$ cat src/design/cau_pkg.sv
// shared types, constants and helpers for the complex arithmetic unit
package cau_pkg;

    localparam int FRAC_BITS_DEFAULT = 16;
    localparam int QUEUE_DEPTH       = 2;    // power of two, pointers wrap
    localparam int QUEUE_AW          = $clog2(QUEUE_DEPTH);
    localparam int QUEUE_CW          = $clog2(QUEUE_DEPTH + 1);
    localparam int MUL_SLOTS         = 6;
    localparam int OPW               = 33;   // multiplier operand width
    localparam int PRODW             = 2 * OPW;
    localparam int SUMW              = PRODW + 1;
    localparam int ADDW              = 34;
    localparam int LW                = 68;   // working width of a result part
    localparam int QBITS             = 32;   // quotient bits below the cap
    localparam int DENW              = 64;

    typedef enum logic [3:0] {
        OP_ADD     = 4'd0,
        OP_SUB     = 4'd1,
        OP_MUL     = 4'd2,
        OP_DIV     = 4'd3,
        OP_MULCONJ = 4'd4,
        OP_CONJ    = 4'd5,
        OP_NEG     = 4'd6,
        OP_INV     = 4'd7,
        OP_ADDS    = 4'd8,
        OP_SUBS    = 4'd9,
        OP_MULS    = 4'd10,
        OP_DIVS    = 4'd11,
        OP_RSUB    = 4'd12,
        OP_RDIV    = 4'd13,
        OP_MIX     = 4'd14,
        OP_NORMSQ  = 4'd15
    } cau_kind_t;

    typedef enum logic [1:0] {
        ST_OK   = 2'd0,
        ST_DIVZ = 2'd1,
        ST_SAT  = 2'd2
    } cau_status_t;

    typedef struct packed {
        cau_kind_t          kind;
        logic signed [31:0] a_re;
        logic signed [31:0] a_im;
        logic signed [31:0] b_re;
        logic signed [31:0] b_im;
        logic signed [31:0] scalar;
    } cau_in_t;

    typedef struct packed {
        logic signed [31:0] r_re;
        logic signed [31:0] r_im;
        cau_status_t        status;
    } cau_out_t;

    // classified request: slots 0/1 feed the real numerator, 2/3 the
    // imaginary one, 4/5 the divisor
    typedef struct packed {
        logic                            is_div;
        logic                            long_shift;
        logic [MUL_SLOTS-1:0][OPW-1:0]   ma;
        logic [MUL_SLOTS-1:0][OPW-1:0]   mb;
        logic signed [ADDW-1:0]          add_re;
        logic signed [ADDW-1:0]          add_im;
    } cau_op_t;

    typedef struct packed {
        logic                   is_div;
        logic                   divz;
        logic                   neg_re;
        logic                   neg_im;
        logic                   ov_re;
        logic                   ov_im;
        logic signed [LW-1:0]   lin_re;
        logic signed [LW-1:0]   lin_im;
    } cau_meta_t;

    localparam logic signed [LW-1:0] SAT_HI = LW'(2147483647);
    localparam logic signed [LW-1:0] SAT_LO = ~SAT_HI;

    // clamp to 32 bits, top bit flags a clamp
    function automatic logic [32:0] sat32(input logic signed [LW-1:0] v);
        logic [32:0] r;
        if (v > SAT_HI)
            r = {1'b1, SAT_HI[31:0]};
        else if (v < SAT_LO)
            r = {1'b1, SAT_LO[31:0]};
        else
            r = {1'b0, v[31:0]};
        return r;
    endfunction

endpackage

$ cat src/design/cau_queue.sv
// short request queue between the front end and the arithmetic back end
module cau_queue (
    input  logic             clk,
    input  logic             rst_n,
    input  logic             push_valid,
    output logic             push_ready,
    input  cau_pkg::cau_op_t push_data,
    output logic             pop_valid,
    input  logic             pop_ready,
    output cau_pkg::cau_op_t pop_data
);
    import cau_pkg::*;

    cau_op_t               mem_reg [QUEUE_DEPTH];
    logic [QUEUE_AW-1:0]   wr_ptr_reg, wr_ptr_next;
    logic [QUEUE_AW-1:0]   rd_ptr_reg, rd_ptr_next;
    logic [QUEUE_CW-1:0]   count_reg, count_next;
    logic                  push, pop;

    assign push_ready = count_reg != QUEUE_CW'(QUEUE_DEPTH);
    assign pop_valid  = count_reg != '0;
    assign push       = push_valid && push_ready;
    assign pop        = pop_valid && pop_ready;
    assign pop_data   = mem_reg[rd_ptr_reg];

    always_comb
    begin
        wr_ptr_next = push ? wr_ptr_reg + 1'b1 : wr_ptr_reg;
        rd_ptr_next = pop ? rd_ptr_reg + 1'b1 : rd_ptr_reg;
        count_next  = count_reg + QUEUE_CW'(push) - QUEUE_CW'(pop);
    end

    always_ff @(posedge clk or negedge rst_n)
    begin
        if (!rst_n)
        begin
            wr_ptr_reg <= '0;
            rd_ptr_reg <= '0;
            count_reg  <= '0;
        end
        else
        begin
            wr_ptr_reg <= wr_ptr_next;
            rd_ptr_reg <= rd_ptr_next;
            count_reg  <= count_next;
        end
    end

    always_ff @(posedge clk)
    begin
        if (push)
            mem_reg[wr_ptr_reg] <= push_data;
    end

endmodule

$ cat config.mk
export PLATFORM = sky130hd
export DESIGN_NAME = cau_queue
export DESIGN_NICKNAME = d
export VERILOG_FILES = /design/src/design/cau_pkg.sv /design/src/design/cau_queue.sv
export SDC_FILE = /design/constraint.sdc
export NUM_CORES = 1
export LEC_CHECK = 0
export BUFFER_PORTS_ARGS = -buffer_cell sky130_fd_sc_hd__buf_2
export CAP_MARGIN = 20
export CELL_PAD_IN_SITES_DETAIL_PLACEMENT = 2
export CELL_PAD_IN_SITES_GLOBAL_PLACEMENT = 2
export CORE_AREA = 3 3 359 361
export CTS_BUF_LIST = sky130_fd_sc_hd__clkbuf_16
export DETAILED_ROUTE_END_ITERATION = 10
export DIE_AREA = 0 0 362 364
export MAX_ROUTING_LAYER = met4
export PLACE_DENSITY_LB_ADDON = 0.1
export SLEW_MARGIN = 20
export SYNTH_ARGS = -nofsm -noshare
export SYNTH_HDL_FRONTEND = slang
export SYNTH_SLANG_ARGS = --single-unit
$ cat constraint.sdc
create_clock -name clk -period 36.3 [get_ports clk]
set_input_delay 3.63 -clock clk [delete_from_list [all_inputs] [get_ports clk]]
set_output_delay 3.63 -clock clk [all_outputs]
set_load 0.01 [all_outputs]
; Yosys cells after proc, flatten, opt, wreduce, memory -nomap -nowiden
; Memory sizes are Yosys's and may differ from the RTL's.
; Index checks and enable logic that the tools add are counted.
[classes]
reduce_logical = 3
n_lt_le_gt_ge = 0
eq_ne = 1
div_mod_pow = 0
n_mul = 0
bitwise_logic = 0
add_sub_neg = 4
n_shift = 0
muxes = 2
[op_table]
columns = cell, n
row1 = "adder 1 bit, second input constant", 2
row2 = adder 2 x 1 -> 2 bit, 1
row3 = logical AND 1 bit, 2
row4 = two-way mux 1 bit, 2
row5 = "inequality test 2 bit, second input constant", 1
row6 = nonzero test 2 bit, 1
row7 = subtractor 2 x 1 -> 2 bit, 1
[word_totals]
romBits = 0
latchBits = 0
n_memories = 1
register_bits = 4
inputBits = 470
wordCells = 14
ram_bits = 932
[memory_table]
columns = memory, words, width, rd, rd_clocked_by_memory_dff, write_ports, line_no
row1 = mem_reg, 2, 466, 1, 0, 1, cau_queue.sv:14  ; cau_op_t mem_reg [QUEUE_DEPTH];

; Longest topological paths before layout
[depth]
depth_word = 4
ltp_mapped = 5
mapped_depth_nobuf = 5

; Worst setup path before layout
; No wires, ideal clock.
[synth_path]
path_type = input to register
from = input push_valid
to = memory mem_reg[0][0] (netlist bit), enable pin
t_arrival_ns = 22.982
path_buffers = 0
t_required_ns = 34.996
stages = 2
path_slack_ns = 12.014
setup_time_ns = 1.304
path_cell_list = nand2_1 -> nor2_1
[synth_between]
elab_chain_cells = 3
[synth_rtl]
columns = item, line_no
row1 = "start, declared", cau_queue.sv:5  ; input logic push_valid,
row2 = logical AND 1 bit, cau_queue.sv:22  ; assign push = push_valid && push_ready;
row3 = two-way mux 1 bit, cau_queue.sv:51  ; if (push)
row4 = two-way mux 1 bit (not written as such), cau_queue.sv:52  ; mem_reg[wr_ptr_reg] <= push_data;
row5 = "end, declared", cau_queue.sv:14
; No other way between the ends.

==> flow_summary.json <==
{
  "outcome": "finished, final reports clean",
  "grt_antenna_before_repair": 99,
  "drt_iter0_drc": 823,
  "avgSynthCellArea_um2": 23.1,
  "cts_hold_buf": 0,
  "synthAdderAreaFrac": 0.000368,
  "clkPwrFrac": 0.278,
  "slew_violations": 0,
  "path_class": "reg -> out",
  "wl_mm": 107,
  "wl_per_cell_um": 25.0,
  "syn-num-nets": 1943,
  "overflow": 0,
  "synth-xor-area-share": 0.000772,
  "clk_pin_slew_ns": 0.06,
  "yosys.area.top_type": "edfxtp_1",
  "num_vias": 18200,
  "synth_compound_area_frac": 0.000919,
  "cp_max_fo": 78,
  "std_cell_rows": 130,
  "areaGrowthSynthToFinish_pct": 28.8,
  "ctsHtreeMaxLevel": 3,
  "synth_mux_area_frac": 0.154,
  "grt_pass1_wl_mm": 147,
  "grt_start_max_net_pins": 155,
  "root_buffer": "clkbuf_16",
  "layout-drive-gt1-share": 0.607,
  "yosys_warnings": 0,
  "ir_drop_uv": 45.9,
  "cp.arrival_ns": 4.00,
  "synth_area_leaders": "edfxtp_1 (82%), mux2_2 (15%), buf_6 (1.4%)",
  "cts-buffers-inserted": 106,
  "worstHoldPathType": "reg -> reg",
  "ant_nets": 0,
  "die_area_um2": 132000,
  "maxSlewHeadroom": 0.295,
  "rsz0062_at_grt": "false",
  "fp.dieW_um": 362,
  "finClkSkew_ns": 0.0317,
  "die_h_um": 364,
  "dr.pass1.iters": 5,
  "synthFlopType": "edfxtp_1",
  "crit_path_end_kind": "output pin",
  "p_switching_mw": 1.13,
  "multiInputGateArea_um2": 5380,
  "cts_tree": "done",
  "period_needed_ns": 7.63,
  "clock_latency_ns": 0.67,
  "numPortBuffers": 937,
  "core-area_um2": 126000,
  "wl_met2_mm": 57.4,
  "p_total_mw": 3.62,
  "synthArstFlopShare": 0.00427,
  "power.density_nw_per_um2": 82.6,
  "synth_cells": 1472,
  "maxCapViolations": 0,
  "p_seq_frac": 0.428,
  "cts-resized-gates": 0,
  "postCtsSetupRepairBufs": 0,
  "wl_met3_mm": 8.93,
  "synth-simple-area-share": 0.00143,
  "syn_area_um2": 34000,
  "viasPerCell": 4.24,
  "fmax_ghz": 0.131,
  "io_pins": 938,
  "clockBufferDepth": 3,
  "tightest_slew_ns": 1.06,
  "internal-power_mw": 2.49,
  "grt_usage": 0.161,
  "required_ns": 32.67,
  "dp_hpwl_mm": 78.1,
  "synth_top_area_share": 0.822,
  "top_layer_used": "met4",
  "layout.area.seq_um2": 28100,
  "cellLeakagePower_nw": 16.1,
  "synth_edf_count": 932,
  "drc": 0,
  "synth_seq_cells": 936,
  "combPwrFrac": 0.294,
  "drt-met1-wl_mm": 36.0,
  "finalWeightedCongestion": 0.796,
  "synth-seq-area-share": 0.825,
  "floorplan.initialDensity": 0.271,
  "report.final.setup_viol": 0,
  "ys_types": 19,
  "fill_cells": 12600,
  "setup_tns_ns": 0,
  "synth_top_family_by_area": "multiplexers",
  "p_sw_frac": 0.311,
  "final_hold_viol_count": 0,
  "clock-sinks": 936,
  "first_global_vias": 20500,
  "largest_reg_flops": 932,
  "nNetsFinal": 2953,
  "critPathLaunchType": "flop",
  "finalCritPeriodShare": 0.210
}
[stage by stage]
step | cells | cell area [um^2] | hold slack, ns | util | worst slack, ns
after detailed placement | 4024 | 40400 | 0.555 | 0.321 | 29.15
final | 4288 | 43800 | 0.564 | 0.349 | 28.67
after CTS | 4220 | 43700 | 0.569 | 0.347 | 28.50
after global placement | 4024 | 40400 | 0.546 | 0.321 | 29.22
after global routing | 4282 | 43800 | 0.586 | 0.348 | 28.36
after floorplan | 1472 | 34000 | 0.460 | - | 12.01
[cells in the mapped netlist, drive strengths merged (2+ instances only)]
library cell / n
buf: 44
nor2: 3
edfxtp: 932
clkbuf: 8
xnor2: 3
nand2: 2
mux2: 466
dfrtp: 4
[cells by family after synthesis]
kind of cell	Yosys count
flops	936
mux	466
buf+inv	52
simple gates	10
compound gates	4
xor+xnor	3
fa+ha+maj	1
[placed cells by master (no fill, tap or decap), types with 2 or more instances in the layout]
cell type   instances
dfrtp_1             3
clkbuf_16         107
clkinv_1           36
diode_2            68
buf_12              2
clkinvlp_4          2
buf_4              14
xnor2_1             3
inv_1              26
bufinv_16           7
buf_2             937
edfxtp_1          932
nand2_1             2
clkinv_2           14
nor2_1              2
mux2_2            466
[layer usage]
layer / up-vias / track usage
met5: - / -
met4: 0 / 0.0754
met3: 231 / 0.0577
met2: 746 / 0.287
met1: 9173 / 0.154
li1: 8045 / -
[final cells by class]
class,count,share of cell area
well taps,1650,0.0471
clock buffers,107,0.0611
repair buffers,954,0.111
diodes,68,0.00388
flip-flops and latches,936,0.641
multi-input cells,484,0.123
clock inverters,89,0.0138
[power groups by stage]
stage                     clock network [mW]  registers [mW]  logic, mW
after floorplan                            0            1.71      0.663
after global placement                     0            1.57       1.09
after detailed placement                   0            1.58       1.10
after CTS                               1.05            1.56       1.10
after global routing                    1.09            1.57       1.15
final                                   1.01            1.55       1.06
[worst max-delay path, stage by stage, from the launching register on]
cell and delay [ns]:
dfrtp_4 0.90, buf_4 0.87, buf_4 0.84, mux2_2 0.42, buf_2 0.14
[path summary, 6_finish.rpt]
check | startpoint | to | slack, ns | cells past startpoint
max reg2reg | count_reg[0] | mem_reg[0][379] | 32.39 | 6
max | rd_ptr_reg | pop_data[383] | 28.67 | 4
max in group asynchronous | rst_n | count_reg[0] | 33.37 | 1
min reg2reg | wr_ptr_reg | wr_ptr_reg | 0.56 | 1
min | wr_ptr_reg | wr_ptr_reg | 0.56 | 1
min in group asynchronous | rst_n | rd_ptr_reg | 2.77 | 1
No activity file was read; power rests on OpenSTA's default activity.
